### config.mk
export PLATFORM = sky130hd
export DESIGN_NAME = bf3_rqueue
export DESIGN_NICKNAME = d
export VERILOG_FILES = /design/src/hw/rtl/bf3_pkg.sv /design/src/hw/rtl/bf3_rqueue.sv
export SDC_FILE = /design/constraint.sdc
export NUM_CORES = 1
export LEC_CHECK = 0
export BUFFER_PORTS_ARGS = -buffer_cell sky130_fd_sc_hd__buf_2
export CAP_MARGIN = 40
export CORE_ASPECT_RATIO = 0.9
export CORE_MARGIN = 2
export CORE_UTILIZATION = 45
export CTS_CLUSTER_SIZE = 24
export DETAILED_ROUTE_END_ITERATION = 10
export PLACE_DENSITY_LB_ADDON = 0.12
export SLEW_MARGIN = 20
export SYNTH_ARGS = -nofsm -noshare
export SYNTH_HDL_FRONTEND = slang
export SYNTH_SLANG_ARGS = --single-unit
### constraint.sdc
create_clock -name aclk -period 2.9 [get_ports aclk]
set_input_delay 0.58 -clock aclk [delete_from_list [all_inputs] [get_ports aclk]]
set_output_delay 0.58 -clock aclk [all_outputs]
set_load 0.01 [all_outputs]
### src/hw/rtl/bf3_pkg.sv
// Package for the 3x3 box filter: pixel, column and result-queue types,
// fixed field widths, register codes and reset values.
// No dependencies; used by every module of the block except bf3_ram.
`default_nettype none

package bf3_pkg;

    localparam int PIX_W      = 8;
    localparam int COORD_W    = 10;
    localparam int CFG_DATA_W = 11;
    localparam int CFG_IDX_W  = 1;
    localparam int OUT_DATA_W = 32;

    localparam int DEF_MAX_WIDTH  = 1024;
    localparam int DEF_MAX_HEIGHT = 1024;

    localparam int IMAGE_WIDTH_RESET  = 640;
    localparam int IMAGE_HEIGHT_RESET = 480;

    // register indexes on the config channel
    localparam logic [CFG_IDX_W-1:0] CFG_IMAGE_WIDTH  = 1'b0;
    localparam logic [CFG_IDX_W-1:0] CFG_IMAGE_HEIGHT = 1'b1;

    localparam int WIN_COLS  = 3;
    localparam int COL_SUM_W = 10;   // 3 * 255
    localparam int WIN_SUM_W = 12;   // 9 * 255

    // floor(x / 9) == (x * 3641) >> 15 for all x <= 2295
    localparam int DIV9_MUL   = 3641;
    localparam int DIV9_SHIFT = 15;
    localparam int DIV9_PROD_W = 24;

    localparam int RQ_DEPTH = 4;
    localparam int RQ_PTR_W = $clog2(RQ_DEPTH);
    localparam int RQ_CNT_W = $clog2(RQ_DEPTH + 1);

    typedef logic [PIX_W-1:0]   pixel_t;
    typedef logic [COORD_W-1:0] coord_t;

    // one window column: top is row r-2, bot is row r
    typedef struct packed {
        pixel_t top;
        pixel_t mid;
        pixel_t bot;
    } col_t;

    // all results caused by one input item
    typedef struct packed {
        logic   int_v;
        pixel_t int_pix;
        coord_t int_row;
        coord_t int_col;
        logic   bord_v;
        pixel_t bord_pix;
        coord_t bord_row;
        coord_t bord_col;
    } rq_entry_t;

endpackage

`default_nettype wire

### src/hw/rtl/bf3_rqueue.sv
// Result queue: one entry per input item that gives results, emitted as
// one or two output items (interior mean first). Depends on bf3_pkg.
`default_nettype none

module bf3_rqueue (
    input  logic                          aclk,
    input  logic                          aresetn,
    input  logic                          push,
    input  bf3_pkg::rq_entry_t            push_entry,
    output logic [bf3_pkg::RQ_CNT_W-1:0]  count,
    output logic                          out_valid,
    input  logic                          out_ready,
    output bf3_pkg::pixel_t               out_pix,
    output bf3_pkg::coord_t               out_row,
    output bf3_pkg::coord_t               out_col,
    output logic                          out_last
);

    localparam int PW = bf3_pkg::RQ_PTR_W;

    bf3_pkg::rq_entry_t          entry_reg [bf3_pkg::RQ_DEPTH];
    logic [PW-1:0]               wr_ptr_reg;
    logic [PW-1:0]               rd_ptr_reg;
    logic [bf3_pkg::RQ_CNT_W-1:0] count_reg;
    logic                        phase_reg;   // interior part already sent

    bf3_pkg::rq_entry_t head;
    logic               pick_int;
    logic               pop;

    assign head     = entry_reg[rd_ptr_reg];
    assign out_valid = (count_reg != '0);
    assign pick_int = head.int_v && !phase_reg;

    always_comb begin
        if (pick_int) begin
            out_pix  = head.int_pix;
            out_row  = head.int_row;
            out_col  = head.int_col;
            out_last = !head.bord_v;
        end else begin
            out_pix  = head.bord_pix;
            out_row  = head.bord_row;
            out_col  = head.bord_col;
            out_last = 1'b1;
        end
    end

    assign pop   = out_valid && out_ready && out_last;
    assign count = count_reg;

    always_ff @(posedge aclk) begin
        if (push) begin
            entry_reg[wr_ptr_reg] <= push_entry;
        end
    end

    always_ff @(posedge aclk) begin
        if (!aresetn) begin
            wr_ptr_reg <= '0;
            rd_ptr_reg <= '0;
            count_reg  <= '0;
            phase_reg  <= 1'b0;
        end else begin
            if (push) begin
                wr_ptr_reg <= PW'(wr_ptr_reg + 1'b1);
            end
            if (pop) begin
                rd_ptr_reg <= PW'(rd_ptr_reg + 1'b1);
            end
            if (push && !pop) begin
                count_reg <= count_reg + 1'b1;
            end else if (pop && !push) begin
                count_reg <= count_reg - 1'b1;
            end
            if (pop) begin
                phase_reg <= 1'b0;
            end else if (out_valid && out_ready) begin
                phase_reg <= 1'b1;
            end
        end
    end

endmodule

`default_nettype wire

# --- Yosys cells after proc, flatten, opt, wreduce, memory -nomap -nowiden ---
# Memory sizes are Yosys's and may differ from the RTL's. A register that Yosys moved wholly into a read port is not among the register bits.
# Cells that the tools add are included.
# Widths: inputs -> output; s select.
word_totals:
  out_inout_bits: 33
  reg_bits: 8
  memories: 1
  wordCells: 32
  mem_bits_rw: 232
memory_table:
  columns: ["name", "depth", "width", "rd", "rd_ports_with_merged_regs", "wr", "line_no", "rtl"]
  rows:
  - ["entry_reg", 4, 58, 1, 1, 1, "bf3_rqueue.sv:21", "bf3_pkg::rq_entry_t entry_reg [bf3_pkg::RQ_DEPTH];"]
classes:
  mux: 10
  reduce_logical: 12
  n_bitwise: 1
  n_addsub: 4
ops:
  columns: ["cell", "count"]
  rows:
  - ["$mux 10", 2]
  - ["$mux 8", 1]
  - ["$mux 3", 2]
  - ["$logic_and 1x1->1", 5]
  - ["$add 2x1->2 const B", 2]
  - ["$logic_not 1->1", 4]
  - ["$mux 2", 2]
  - ["$add 3x1->3 const B", 1]
  - ["$mux 1", 3]
  - ["$reduce_bool 3->1", 1]
  - ["$sub 3x1->3 const B", 1]
  - ["$reduce_bool 2->1", 1]
  - ["$reduce_or 2->1", 1]
  - ["$not 1->1", 1]

# --- Longest topological paths before layout ---
# Gate-level depths: netlist of run 1.
depth:
  ltp_word: 7
  ltp_mapped: 10
  depth_no_buf: 9

# --- Worst setup path after synthesis of run 1 ---
# OpenSTA, ideal clock, no wires.
synth_path:
  path_type: "input to register"
  from: "input push"
  to: "memory entry_reg[0][0] in the netlist's numbering, enable pin"
  arrival_ns: 1.953
  slack_ns: 0.525
  setup_time_ns: 0.422
  required_time_ns: 2.478
  path_stages: 1
  n_path_buf: 0
  cell_sequence: "and2_1"
synth_via:
  elab_chain_len: 2
synth_lines:
  columns: ["element", "line_no", "rtl"]
  rows:
  - ["start, declared", "bf3_rqueue.sv:8", "input logic push,"]
  - ["$mux 1", "bf3_rqueue.sv:53", "if (push) begin"]
  - ["$mux 1 (not written as such)", "bf3_rqueue.sv:54", "entry_reg[wr_ptr_reg] <= push_entry;"]
  - ["end, declared", "bf3_rqueue.sv:21", null]
# No other way between the ends.

==> metrics.yaml, run 1 <==
ys_types: 28
clock_latency_ns: 0.51
clkSinkCount: 242
hold_class: "in2reg"
cellLeakagePower_nw: 3.76
die_area_mm2: 0.0219
io_buffer_count: 94
drtPass1Iterations: 4
grt_max_degree: 47
setup_viol: 0
max-vdd-ir-drop_v: 0.000522
synthesis.area_mm2: 0.00934
die_x_um: 156
wl_per_cell_um: 22.0
dr.first_iter.drc_count: 234
htree_levels: 1
syn_inst: 386
area_delta_synth_final_pct: 18.9
cp-start-kind: "register"
min_period_over_period: 0.991
synth_seq_cells: 242
core_mm2: 0.0202
multi_input_area_mm2: 0.00210
io_pins: 95
worst_pin_slew_ns: 0.980
crit_fanout: 7
postLayoutSetupSlackWorst_ns: 0.0262
final_common_cell: "edfxtp_1"
cap_violations: 0
maxSlewViolCount: 0
routed_wirelength_um: 17200
whs_ns: 0.280
slowest_delay_ns: 0.55
grt_pass1_vias: 4505
nFillCells: 1521
power_density_mw_per_mm2: 846
syn_avg_cell_area_um2: 24.2
path_class: "reg2out"
ys_warn_count: 0
track_usage: 0.156
clock_skew_ns: 0.0146
nets: 577
crit_chain: "mux4_2, buf_12, nand2_8, mux2_2, buf_2"
final_antenna_net_count: 0
dpl_worst_slack_ns: 0.431
cts-root-buf: "clkbuf_16"
globalplace.congestion: 0.685
crit_slowest_cell: "mux4_2"
worstPathArrival_ns: 2.29
setup_tns_ns: 0
largest_reg_flops: 232
antenna_found_initial: 2
finalHoldViolCount: 0
path_clk_slew_ns: 0.05
dp_hpwl_um: 9420
clk_path_buf_depth: 3
syn-num-nets: 454
utilization: 0.551
cts_tree: "done"
status: "complete, no violations"
viasPerCell: 5.36
p_total_mw: 9.39
critPathBufInv: 2
vias: 4197
postCtsHoldBufs: 0
critPathTopFamily: "multiplexers"
critPathRequiredTime_ns: 2.32
period_minus_slack_ns: 2.87
grt_pass1_wl_um: 25600
grt-ovfl-total: 0
start_util: 0.463
numCtsBuffers: 25
end_kind: "output port"
drive_above_1_share: 0.444
clock.fmax_ghz: 0.348
final_cell_mix: "232 x edfxtp_1, 81 x buf_2, 58 x mux4_2"
regArea_mm2: 0.00717
rsz0062_at_grt: "yes"
row_count: 49
yosysSeqAreaShare: 0.767
slew_headroom: 0.346
dieHeight_um: 141
drc: 0
-- metal layers --
layer  GRT usage  wire [um]  up-vias
li1            -          -     1889
met1       0.203       7290     2173
met2       0.267       8680       99
met3      0.0360        845       34
met4      0.0415        370        2
met5           0         16        -
-- worst paths after layout --
check                 startpoint                to  slack [ns]  depth (start not counted)
setup / recovery        register        out_row[4]        0.03                          5
hold / removal    push_entry[44]  entry_reg[2][44]        0.28                          1
setup reg to reg        register          count[2]        0.23                         11
hold reg to reg    rd_ptr_reg[1]          register        0.48                          2
-- cell type report --
type                            count  share of cell area
Inverter                            7             0.00237
Antenna cell                        1            0.000225
Timing Repair Buffer              108              0.0682
Clock inverter                     12             0.00698
Tap cell                          255              0.0287
Multi-Input combinational cell    125               0.189
Clock buffer                       33              0.0590
Sequential cell                   242               0.646
-- kinds of logic after synthesis --
kind of cell,synth area share
AO/OA/AOI/OAI,0.00656
multiplexers,0.187
XOR/XNOR,0.00281
buffers and inverters,0.0174
AND/OR/NAND/NOR,0.0102
adder cells (fa/ha/maj),0.00884
flip-flops,0.767
-- per-stage QoR --
stage                     instance area, um2  std cells
after floorplan                         9340        386
after global placement                 10100        730
after detailed placement               10100        730
after CTS                              11000        779
after global routing                   11100        782
final                                  11100        783
-- what timing repair did --
action | CTS | global route
buffers inserted | 2 | 1
gates cloned | 2 | 2
endpoints found under the hold margin | 0 | 0
pin swaps | 1 | 0
resized for setup | 3 | 22
setup endpoints to repair | 28 | 27
-- Yosys cell counts --
library cell	instances	area share
a211oi_1	1	0.00080
a21oi_1	1	0.00054
a311oi_2	1	0.0016
a31oi_4	1	0.0023
and2_1	4	0.0027
buf_12	2	0.0043
buf_2	2	0.0011
buf_6	6	0.0072
clkbuf_1	5	0.0020
dfxtp_1	10	0.021
edfxtp_1	232	0.75
fa_1	1	0.0021
ha_1	5	0.0067
inv_1	7	0.0028
mux2_2	8	0.0096
mux2_4	20	0.032
mux2i_1	5	0.0054
mux4_2	58	0.14
nand2_1	3	0.0012
nand2_8	1	0.0021
nand2b_1	1	0.00067
nand3_1	1	0.00054
nor2_1	4	0.0016
o21ai_0	1	0.00054
o31ai_1	1	0.00080
or3_1	2	0.0013
xnor2_1	1	0.00094
xor2_1	2	0.0019
-- power breakdown --
part,internal [mW],switching (mW)
Combinational,1.30,1.10
Clock,1.67,1.19
Sequential,4.04,0.0927
Total,7.01,2.38
No activity file was read; power rests on OpenSTA's default activity.
==> run 2, diff against run 1 <==
Settings changed: CTS_CLUSTER_DIAMETER from default to 100.
Clock period 2.9 ns to 3.6 ns, I/O delays scaled along.
==> metrics.yaml, run 2 (synthesis results as in run 1) <==
track_usage: 0.149  # -0.00680
dp_hpwl_um: 9030  # -4.0%
clock.fmax_ghz: 0.321
cellLeakagePower_nw: 3.50  # -7.1%
cap_violations: 0  # unchanged
numCtsBuffers: 14  # -44%
drtPass1Iterations: 5  # +1
viasPerCell: 5.43  # +1.2%
dr.first_iter.drc_count: 223  # -4.7%
drc: 0  # unchanged
die_x_um: 156  # unchanged
cts-root-buf: "clkbuf_16"
globalplace.congestion: 0.665  # -3.0%
antenna_found_initial: 4  # +2
grt_pass1_wl_um: 24800  # -3.3%
io_pins: 95  # unchanged
path_class: "reg2out"
critPathRequiredTime_ns: 2.88  # +0.56 ns
clock_latency_ns: 0.47  # -0.04 ns
worstPathArrival_ns: 2.39  # +0.10 ns
postCtsHoldBufs: 0  # unchanged
finalHoldViolCount: 0  # unchanged
setup_viol: 0  # unchanged
setup_tns_ns: 0  # unchanged
grt_max_degree: 58  # +23%
row_count: 49  # unchanged
die_area_mm2: 0.0219  # unchanged
rsz0062_at_grt: "no"
vias: 4058  # -3.3%
end_kind: "output port"
final_common_cell: "edfxtp_1"
htree_levels: 1  # unchanged
clk_path_buf_depth: 3  # unchanged
path_clk_slew_ns: 0.10  # +0.05 ns
crit_fanout: 28  # +21
core_mm2: 0.0202  # unchanged
clkSinkCount: 242  # unchanged
status: "complete, no violations"
nFillCells: 1589  # +4.5%
drive_above_1_share: 0.430  # -0.0143
final_cell_mix: "232 x edfxtp_1, 94 x buf_2, 58 x mux4_2"
dieHeight_um: 141  # unchanged
grt_pass1_vias: 4399  # -2.4%
io_buffer_count: 94  # unchanged
cts_setup_buffers: 0  # -2
largest_reg_flops: 232  # unchanged
wl_per_cell_um: 21.3  # -2.9%
hold_class: "in2reg"
grt-ovfl-total: 0  # unchanged
start_util: 0.463  # unchanged
cts.repair.resized: 0  # -3
period_minus_slack_ns: 3.11
power_density_mw_per_mm2: 625  # -26%
cp-start-kind: "register"
final_antenna_net_count: 0  # unchanged
cts_tree: "done"
slew_headroom: 0.531  # +0.185
routed_wirelength_um: 15900  # -7.3%
maxSlewViolCount: 0  # unchanged
min_period_over_period: 0.865
p_total_mw: 6.60  # -30%
clock_skew_ns: 0.0158  # +0.00125 ns
max-vdd-ir-drop_v: 0.000475  # -9.1%
worst_pin_slew_ns: 0.697  # -0.283 ns
nets: 555  # -3.8%
area_delta_synth_final_pct: 13.0
## run 2: report_power, final
part | switching [mW] | internal [mW] | total (mW)
sequential | 0.0637 | 3.25 | 3.31
combinational | 0.782 | 0.867 | 1.65
clock | 0.859 | 0.779 | 1.64
## run 2: worst paths after layout
kind / startpoint / endpoint / slack, ns / depth (start not counted)
worst max-delay path: register / out_col[9] / 0.49 / 4
worst min-delay path: push_entry[42] / entry_reg[3][42] / 0.45 / 1
worst max register to register: register / count[2] / 0.80 / 10
worst min register to register: rd_ptr_reg[1] / register / 0.47 / 2
## run 2: final cells by class
type	count	area (um2)	share of cell area
Clock buffer	19	390	0.0370
Antenna cell	2	5.00	0.000474
Timing Repair Buffer	100	591	0.0560
Sequential cell	242	7170	0.679
Tap cell	255	319	0.0302
Clock inverter	1	30.0	0.00284
Inverter	7	26.3	0.00249
Multi-Input combinational cell	122	2020	0.192
## run 2: metrics by stage
step	std cells	instance area [um2]	worst slack [ns]	hold slack (ns)	util
final	748	10600	0.485	0.447	0.523
after global routing	746	10600	0.360	0.436	0.523
after CTS	746	10600	0.411	0.430	0.523
after detailed placement	726	10100	0.765	0.461	0.502
after global placement	722	10000	0.843	0.462	0.498
after floorplan	386	9340	1.09	0.445	-
## run 2: critical path: stages (launching register included)
cell and delay [ns]:
dfxtp_2 0.55, mux4_2 0.49, nand2_8 0.34, mux2_2 0.39, buf_2 0.14
## run 2: per-layer routing
layer  global-route usage  up-vias  routed length (um)
met3               0.0326       23                 707
met4               0.0290        4                 275
met1                0.204     2137                7060
li1                     -     1811                   -
met2                0.251       83                7880
met5                    0        -                  27
