`src/hw/rtl/bf3_pkg.sv`:
```
// Package for the 3x3 box filter: pixel, column and result-queue types,
// fixed field widths, register codes and reset values.
// No dependencies; used by every module of the block except bf3_ram.
`default_nettype none

package bf3_pkg;

    localparam int PIX_W      = 8;
    localparam int COORD_W    = 10;
    localparam int CFG_DATA_W = 11;
    localparam int CFG_IDX_W  = 1;
    localparam int OUT_DATA_W = 32;

    localparam int DEF_MAX_WIDTH  = 1024;
    localparam int DEF_MAX_HEIGHT = 1024;

    localparam int IMAGE_WIDTH_RESET  = 640;
    localparam int IMAGE_HEIGHT_RESET = 480;

    // register indexes on the config channel
    localparam logic [CFG_IDX_W-1:0] CFG_IMAGE_WIDTH  = 1'b0;
    localparam logic [CFG_IDX_W-1:0] CFG_IMAGE_HEIGHT = 1'b1;

    localparam int WIN_COLS  = 3;
    localparam int COL_SUM_W = 10;   // 3 * 255
    localparam int WIN_SUM_W = 12;   // 9 * 255

    // floor(x / 9) == (x * 3641) >> 15 for all x <= 2295
    localparam int DIV9_MUL   = 3641;
    localparam int DIV9_SHIFT = 15;
    localparam int DIV9_PROD_W = 24;

    localparam int RQ_DEPTH = 4;
    localparam int RQ_PTR_W = $clog2(RQ_DEPTH);
    localparam int RQ_CNT_W = $clog2(RQ_DEPTH + 1);

    typedef logic [PIX_W-1:0]   pixel_t;
    typedef logic [COORD_W-1:0] coord_t;

    // one window column: top is row r-2, bot is row r
    typedef struct packed {
        pixel_t top;
        pixel_t mid;
        pixel_t bot;
    } col_t;

    // all results caused by one input item
    typedef struct packed {
        logic   int_v;
        pixel_t int_pix;
        coord_t int_row;
        coord_t int_col;
        logic   bord_v;
        pixel_t bord_pix;
        coord_t bord_row;
        coord_t bord_col;
    } rq_entry_t;

endpackage

`default_nettype wire

```
`src/hw/rtl/bf3_cell.sv`:
```
// One column cell of the 3x3 window chain: holds a column of three pixels
// and takes its neighbor's column on each shift. Depends on bf3_pkg.
`default_nettype none

module bf3_cell (
    input  logic                            aclk,
    input  logic                            aresetn,
    input  logic                            shift_en,
    input  bf3_pkg::col_t                   col_in,
    output bf3_pkg::col_t                   col_out,
    output logic [bf3_pkg::COL_SUM_W-1:0]   col_sum
);

    localparam int SW = bf3_pkg::COL_SUM_W;

    bf3_pkg::col_t col_reg;

    always_ff @(posedge aclk) begin
        if (!aresetn) begin
            col_reg <= '0;
        end else if (shift_en) begin
            col_reg <= col_in;
        end
    end

    assign col_out = col_reg;

    // sum of the held column, taken in the cycle after the shift
    assign col_sum = SW'(col_reg.top) + SW'(col_reg.mid) + SW'(col_reg.bot);

endmodule

`default_nettype wire

```
`config.mk`:
```
export PLATFORM = sky130hd
export DESIGN_NAME = bf3_cell
export DESIGN_NICKNAME = d
export VERILOG_FILES = /design/src/hw/rtl/bf3_pkg.sv /design/src/hw/rtl/bf3_cell.sv
export SDC_FILE = /design/constraint.sdc
export NUM_CORES = 1
export LEC_CHECK = 0
export BUFFER_PORTS_ARGS = -buffer_cell sky130_fd_sc_hd__buf_2
export CAP_MARGIN = 10
export CELL_PAD_IN_SITES_DETAIL_PLACEMENT = 1
export CELL_PAD_IN_SITES_GLOBAL_PLACEMENT = 1
export CORE_ASPECT_RATIO = 0.6
export CORE_MARGIN = 4
export CORE_UTILIZATION = 39
export CTS_BUF_LIST = sky130_fd_sc_hd__clkbuf_4
export DETAILED_ROUTE_END_ITERATION = 8
export GPL_TIMING_DRIVEN = 0
export PLACE_DENSITY = 0.88
export SLEW_MARGIN = 40
export SYNTH_ARGS = -nofsm -noshare
export SYNTH_HDL_FRONTEND = slang
export SYNTH_SLANG_ARGS = --single-unit
```
`constraint.sdc`:
```
create_clock -name aclk -period 4.47 [get_ports aclk]
set_clock_uncertainty 0.05 [all_clocks]
set_input_delay 1.1175 -clock aclk [delete_from_list [all_inputs] [get_ports aclk]]
set_output_delay 1.1175 -clock aclk [all_outputs]
set_load 0.01 [all_outputs]
```
# --- After elaboration in Yosys (flattened, before gate mapping) ---
# Cells that the tools add are included.
totals:
  register_bits: 24
  latchBits: 0
  ram_bits: 0
  rom_bits: 0
  inputBits: 27
  word_cells: 5
  mem_count: 0
classes:
  n_addsub: 2
  n_mul: 0
  n_div: 0
  n_lt_le_gt_ge: 0
  n_eq_ne: 0
  shifts: 0
  n_mux: 0
  n_bitwise: 0
  reduce_logical: 0
ops:
  columns: ["operator", "n"]
  rows:
  - ["adder 9 x 8 -> 10 bit", 1]
  - ["adder 8 x 8 -> 9 bit", 1]

# --- Longest topological paths before layout ---
# Gate-level depths: netlist of the first run.
depth:
  ltp_word: 2
  depth_mapped: 9

# --- Worst setup path after synthesis of the first run ---
# OpenSTA, ideal clock, no wires.
synth_path:
  path_kind: "register to output"
  from: "register col_reg (netlist bit col_out[7])"
  to: "output col_sum[8] in the netlist's numbering"
  arrival_time_ps: 2147
  required_ps: 3303
  path_slack_ps: 1156
  path_stages_with_launch: 8
  cell_sequence: "dfxtp_1 -> inv_1 -> fa_1 -> inv_1 -> ha_1 -> nor2b_2 -> a221o_1 -> a211oi_1"
synth_between:
  elab_chain_len: 1
synth_rtl:
  columns: ["item", "line", "rtl"]
  rows:
  - ["start: declaration", "bf3_cell.sv:16", "bf3_pkg::col_t col_reg;"]
  - ["start signal: assignment", "bf3_cell.sv:22", "col_reg <= col_in;"]
  - ["adder 9 x 8 -> 10 bit", "bf3_cell.sv:29", "assign col_sum = SW'(col_reg.top) + SW'(col_reg.mid) + SW'(col_reg.bot);"]
  - ["end: declaration", "bf3_cell.sv:11", "output logic [bf3_pkg::COL_SUM_W-1:0] col_sum"]
# Every way passes these cells.

# --- Worst setup path after layout of the first run ---
layout_path:
  from: "register col_reg (netlist bit col_out[17])"
  to: "output col_sum[7] in the netlist's numbering"
layout_between:
  elab_chain_len: 2
layout_rtl:
  columns: ["item", "line"]
  rows:
  - ["adder 8 x 8 -> 9 bit", "bf3_cell.sv:29"]
  - ["adder 9 x 8 -> 10 bit", "bf3_cell.sv:29"]
# Every way passes these cells.

==> impl_metrics.toml, run 1 <==
[die]
dieHeight_um = 54.3
ioPinCount = 61
num_rows = 16
die_w_um = 85.2
coreArea_mm2 = 0.00334
die_area_mm2 = 0.00463
start_util_pct = 41.7

[pwr]
combPwrFrac_pct = 29.1
p_seq_share_pct = 42.2
p_int_uw = 396
sw_frac_of_total_pct = 30.3
p_leak_nw = 0.932
power_switching_uw = 172
p_per_area_mw_per_mm2 = 316
ir_worst_vdd_v = 0.000145
pwr-share-clk_pct = 28.7
p_total_uw = 568

[clock_tree]
cts_hold_buf = 0
post_cts_buffers = 0
htreeDepth = 1
insertion_delay_ns = 0.32
root_buffer = "clkbuf_4"
cts_tree = "done"
clk_pin_slew_ns = 0.13
cts.sinks = 24
cts_resized = 0
cts_buffers = 3
clk_path_buf_depth = 2

[detailed_routing]
drcViolationCount = 0
ant_nets = 0
num_vias = 1154
wl_per_cell_um = 16.4
via_per_inst = 4.85
drt_iter0_drc = 9
drt-total-wl_um = 3910
dr.pass1.iters = 4

[job]
cap_violations = 0

[setup_path]
cp.required_ns = 3.30
arrival_ns = 2.80
cp_max_fo = 3
critPathKind = "flop to output pin"
cp-end-kind = "output pin"
startpoint_type = "flop"

[grt]
grtUsageMet3_pct = 4.81
gr-usage-met1_pct = 20.8
grt_pass1_vias = 1314
grt.total_usage_pct = 18.0
grt_max_degree = 15
busiest_layer = "met2"
grt_antenna_before_repair = 0
met2_usage_pct = 34.9
grt_pass1_wl_um = 6330
grt_overflow = 0

[sta]
max_freq_mhz = 252
slew_headroom_pct = 72.6
hold_slack_ns = 0.496
finalCritPeriodShare_pct = 88.8
grt_setup_unrepaired = "false"
finalMaxSlewViolations = 0
finalSetupViolCount = 0
layout_min_cycle_time_ns = 3.97
worst_pin_slew_ns = 0.410
hold_viol = 0
fin_setup_tns_ns = 0

[finish]
layout-drive-gt1-share_pct = 35.8
stdcell_area_mm2 = 0.00180
diodes = 0
synthToLayoutAreaGrowth_pct = 29.0
nets = 237
largest_register_ffs = 24

[synthesis]
ys.warnings.count = 0
netlist_instances = 130
synth_top_area_cell = "dfxtp_1"
synthTopCellsByArea = "dfxtp_1 34%, mux2i_1 17%, fa_1 13%, nor2b_1 11%, ha_1 6.3%"
netlist.area_leader.share_pct = 34.4
syn_nets = 173
seq_area_frac_synth_pct = 34.4
synth-seq-cells = 24
postSynthAreaPerCell_um2 = 10.7
synth_cell_types = 27
synthesis.area_mm2 = 0.00140

[placed_design]
routabilityCongestion = 0.738
dpl.hpwl_um = 3250
port-buffer-count = 59
dpl_cell_area_mm2 = 0.00175

[min_path]
hp-class = "flop to flop"

[run_status]
outcome = "completed"
## placed cells by master, fill, tap and decap left out
master,netlist,final
buf_2,1,60
inv_1,9,9
nor2_1,2,2
dfxtp_1,24,24
o21ai_0,1,1
a211oi_1,2,2
xor2_1,1,1
a31oi_1,1,1
nand2_1,2,2
nor2b_4,1,1
nor2b_1,25,25
o21bai_1,2,2
fa_1,9,9
xnor2_1,4,4
nor3_1,1,1
buf_4,2,2
nand2b_1,1,1
a21oi_2,1,1
a21o_1,1,1
mux2i_1,24,24
nor4b_1,1,1
nor2b_2,1,1
nand3_1,1,1
ha_1,7,7
a21oi_1,3,3
clkbuf_4,0,3
clkbuf_1,2,2
bufinv_16,0,1
a221o_1,1,1
## synthesized netlist by cell type (all sizes together)
cell type,n
nand3,1
nand2,2
nor2,2
a221o,1
o21bai,2
a21o,1
ha,7
inv,9
clkbuf,2
a21oi,4
buf,3
a211oi,2
xnor2,4
o21ai,1
nand2b,1
xor2,1
dfxtp,24
nor3,1
mux2i,24
a31oi,1
nor2b,27
fa,9
nor4b,1
## power groups by stage
stage / logic, mW / registers, mW / clock network [mW]
6_report: 0.165 / 0.240 / 0.163
5_1_grt: 0.182 / 0.242 / 0.175
4_1_cts: 0.168 / 0.240 / 0.167
3_5_place_dp: 0.164 / 0.245 / 0
3_3_place_gp: 0.155 / 0.243 / 0
2_1_floorplan: 0.0953 / 0.248 / 0
## cell families (layout without fill, tap and decap cells)
family / Yosys count / after routing / synth area share [%]
XOR/XNOR: 5 / 5 / 3.14
adder cells (fa/ha/maj): 16 / 16 / 19.2
multiplexers: 24 / 24 / 17.2
AND/OR/NAND/NOR: 35 / 35 / 15.7
AO/OA/AOI/OAI: 12 / 12 / 5.92
flip-flops: 24 / 24 / 34.4
buffers and inverters: 14 / 77 / 4.39
## layout make-up
cell class,instances,area (µm²)
fillers,394,1540
multi-input cells,92,853
flip-flops and latches,24,480
repair buffers,59,295
well taps,45,56.3
inverters,9,33.8
clock inverters,1,30.0
plain buffers,5,27.5
clock buffers,3,22.5
## metrics by stage
step,worst slack (ns),util [%],std cells
6_report,0.502,53.8,238
4_1_cts,0.501,53.8,238
3_3_place_gp,1.05,52.2,234
2_1_floorplan,1.16,-,130
5_1_grt,0.370,53.8,238
3_5_place_dp,0.914,52.2,234
## critical path: stages (launching register included)
cell     delay (ns)
dfxtp_1        0.44
fa_1           0.48
ha_1           0.28
fa_1           0.41
a21oi_1        0.18
nor2b_1        0.08
a31oi_1        0.27
xnor2_1        0.18
buf_2          0.16
## path summary, 6_finish.rpt
kind,depth (start not counted),slack (ns),end,start
max,8,0.50,col_sum[7],col_out[17]
min,2,0.50,col_out[16],col_out[16]
max reg2reg,2,3.71,col_out[4],col_out[4]
min reg2reg,2,0.50,col_out[16],col_out[16]
## layer usage
layer	routed length [µm]	part of all wire [%]
met5	0	0
met4	27	0.69
met3	237	6.1
met1	1670	43
met2	1970	50
Power figures use the tool's default switching activity.
==> inputs of run 2 (changes only) <==
--- a/config.mk
+++ b/config.mk
@@ -5,17 +5,18 @@
 export SDC_FILE = /design/constraint.sdc
 export NUM_CORES = 1
 export LEC_CHECK = 0
+export ABC_AREA = 1
 export BUFFER_PORTS_ARGS = -buffer_cell sky130_fd_sc_hd__buf_2
 export CAP_MARGIN = 10
 export CELL_PAD_IN_SITES_DETAIL_PLACEMENT = 1
 export CELL_PAD_IN_SITES_GLOBAL_PLACEMENT = 1
 export CORE_ASPECT_RATIO = 0.6
 export CORE_MARGIN = 4
-export CORE_UTILIZATION = 39
+export CORE_UTILIZATION = 37
 export CTS_BUF_LIST = sky130_fd_sc_hd__clkbuf_4
 export DETAILED_ROUTE_END_ITERATION = 8
 export GPL_TIMING_DRIVEN = 0
-export PLACE_DENSITY = 0.88
+export PLACE_DENSITY = 0.89
 export SLEW_MARGIN = 40
 export SYNTH_ARGS = -nofsm -noshare
 export SYNTH_HDL_FRONTEND = slang
==> run 2 against run 1 <==
  * Sequential share of layout area rose by 0.67 points
  * Global-route usage rose by 0.16 points
  * Synthesized cell count rose by 32%
  * Critical path depth rose by 2
  * Combinational power rose by 27%
  * Final area fell by 2.4%
  * Non-clock buffer count rose by 2
  * Fmax rose by 12%
  * Count of clock-buffer cells in the layout did not move
  * First-iteration DRC count rose to 4.2 times the previous value
==> impl_metrics.toml, run 2 <==
[run_status]
outcome = "completed"

[placed_design]
routabilityCongestion = 0.744
dp_slack_ns = 1.29
dpl.hpwl_um = 3510
dp_cells = 275
port-buffer-count = 59

[grt]
grt_max_degree = 14
grt_antenna_before_repair = 0
grt_pass1_vias = 1447
grt_overflow = 0
grt.total_usage_pct = 18.1
grt_pass1_wl_um = 6870

[clock_tree]
clk_pin_slew_ns = 0.13
cts_hold_buf = 0
htreeDepth = 1
clk_path_buf_depth = 2
cts_buffers = 3
cts_resized = 0
post_cts_buffers = 0
insertion_delay_ns = 0.31
root_buffer = "clkbuf_4"
cts.sinks = 24
cts_tree = "done"

[pwr]
p_leak_nw = 0.977
ir_worst_vdd_v = 0.000148
p_per_area_mw_per_mm2 = 313

[synthesis]
synthTopCellsByArea = "dfxtp_1 35%, fa_1 13%, nor2_1 10%, o21ai_0 6.9%, ha_1 6.4%"
synthArstFlopShare_pct = 0
postSynthAreaPerCell_um2 = 8.06
seq_area_frac_synth_pct = 34.9
synth_cell_types = 22
ys.flop_type = "dfxtp_1"
synth-seq-cells = 24
synthTopCellsByCount = "38 x nor2_1, 24 x dfxtp_1, 20 x nand2_1, 19 x o21ai_0, 18 x inv_1"
netlist_instances = 171
syn_nets = 214
netlist.area_leader.share_pct = 34.9
synth.most_common_cell = "nor2_1"
synth_edf_count = 0
synthesis.area_mm2 = 0.00138
synth_top_area_cell = "dfxtp_1"
ys.warnings.count = 0

[detailed_routing]
drt-total-wl_um = 4180
drt_iter0_drc = 38
drcViolationCount = 0
num_vias = 1344
wl_per_cell_um = 15.0
dr.pass1.iters = 4
ant_nets = 0
via_per_inst = 4.82

[die]
die_w_um = 86.8
num_rows = 16
coreArea_mm2 = 0.00340
start_util_pct = 40.5
dieHeight_um = 55.3
ioPinCount = 61
die_area_mm2 = 0.00480

[sta]
setup_ws_ns = 0.932
finalCritPeriodShare_pct = 79.2
finalMaxSlewViolations = 0
finalSetupViolCount = 0
slew_headroom_pct = 80.7
layout_min_cycle_time_ns = 3.54
worst_pin_slew_ns = 0.289
fin_setup_tns_ns = 0
hold_viol = 0
grt_setup_unrepaired = "false"
max_freq_mhz = 283

[setup_path]
cp-end-kind = "output pin"
critPathKind = "flop to output pin"
cp.required_ns = 3.30
arrival_ns = 2.37
cp_max_fo = 3
startpoint_type = "flop"

[finish]
largest_register_ffs = 24
final_common_cell = "buf_2"
regArea_um2 = 480
multiInputGateArea_um2 = 768
nets = 278
mostFrequentLayoutCells = "61 x buf_2, 38 x nor2_1, 24 x dfxtp_1"
diodes = 0
layout-drive-gt1-share_pct = 33.3
synthToLayoutAreaGrowth_pct = 27.4
n_fill_cell = 464
postLayoutCoreUtil_pct = 51.6
final_cell_count_no_fill = 279

[job]
cap_violations = 0

[min_path]
hp-class = "flop to flop"
-- run 2: changes by cell type after synthesis, sizes merged, moves of 3 or more --
| cell | change |
|---|---|
| nor2 | +36 |
| nor2b | -27 |
| mux2i | -24 |
| o21ai | +24 |
| nand2 | +20 |
| inv | +10 |
| a21oi | +5 |
| buf | +4 |
| nand3 | +4 |
| xnor2 | -3 |
-- run 2: worst max-delay path, cell delays in order (launching register included) --
cell and delay, ns:
dfxtp_1 0.36, fa_1 0.48, ha_1 0.25, fa_1 0.40, nand2_1 0.10, nand2_2 0.08, nand3b_4 0.11, nand2_2 0.05
nand2_1 0.06, nand2_1 0.04, buf_2 0.13
-- run 2: metrics by stage --
step	hold WS (ns)	cell area (µm²)	total power [mW]
after detailed placement	0.444	1730	0.459
after global routing	0.486	1760	0.595
after CTS	0.464	1760	0.557
after floorplan	0.459	1380	0.377
final	0.470	1760	0.549
after global placement	0.440	1730	0.448
-- run 2: cells by family (layout without fill, tap and decap cells) --
logic type | Yosys count | in the layout | share of synthesized area, %
simple gates | 68 | 68 | 21.5
flops | 24 | 24 | 34.9
compound gates | 34 | 34 | 12.9
xor+xnor | 3 | 3 | 1.91
fa+ha+maj | 16 | 16 | 19.4
buf+inv | 26 | 89 | 9.35
-- run 2: layout make-up --
cell class / count / share of cell area, %
Buffer: 7 / 3.14
Clock buffer: 3 / 1.28
Clock inverter: 1 / 0.214
Inverter: 19 / 4.21
Multi-Input combinational cell: 121 / 43.8
Sequential cell: 24 / 27.4
Tap cell: 45 / 3.21
Timing Repair Buffer: 59 / 16.8
-- run 2: metal layers --
| metal | share of wire, % | global-route usage (%) |
|---|---|---|
| met1 | 46 | 24.2 |
| met5 | 0 | 0 |
| met4 | 0.36 | 1.33 |
| met3 | 7.8 | 5.05 |
| met2 | 46 | 30.4 |
-- run 2: path summary, 6_finish.rpt --
check         startpoint          end  slack [ns]  cells after the start
max           col_out[1]   col_sum[7]        0.93                     10
min          col_out[23]  col_out[23]        0.47                      2
max reg2reg  col_out[22]  col_out[22]        3.64                      2
min reg2reg  col_out[23]  col_out[23]        0.47                      2
-- run 2: power breakdown --
group	internal [mW]	switching (mW)	total (mW)
Sequential	0.229	0.0134	0.242
Clock	0.0326	0.0651	0.0977
Combinational	0.0895	0.120	0.209
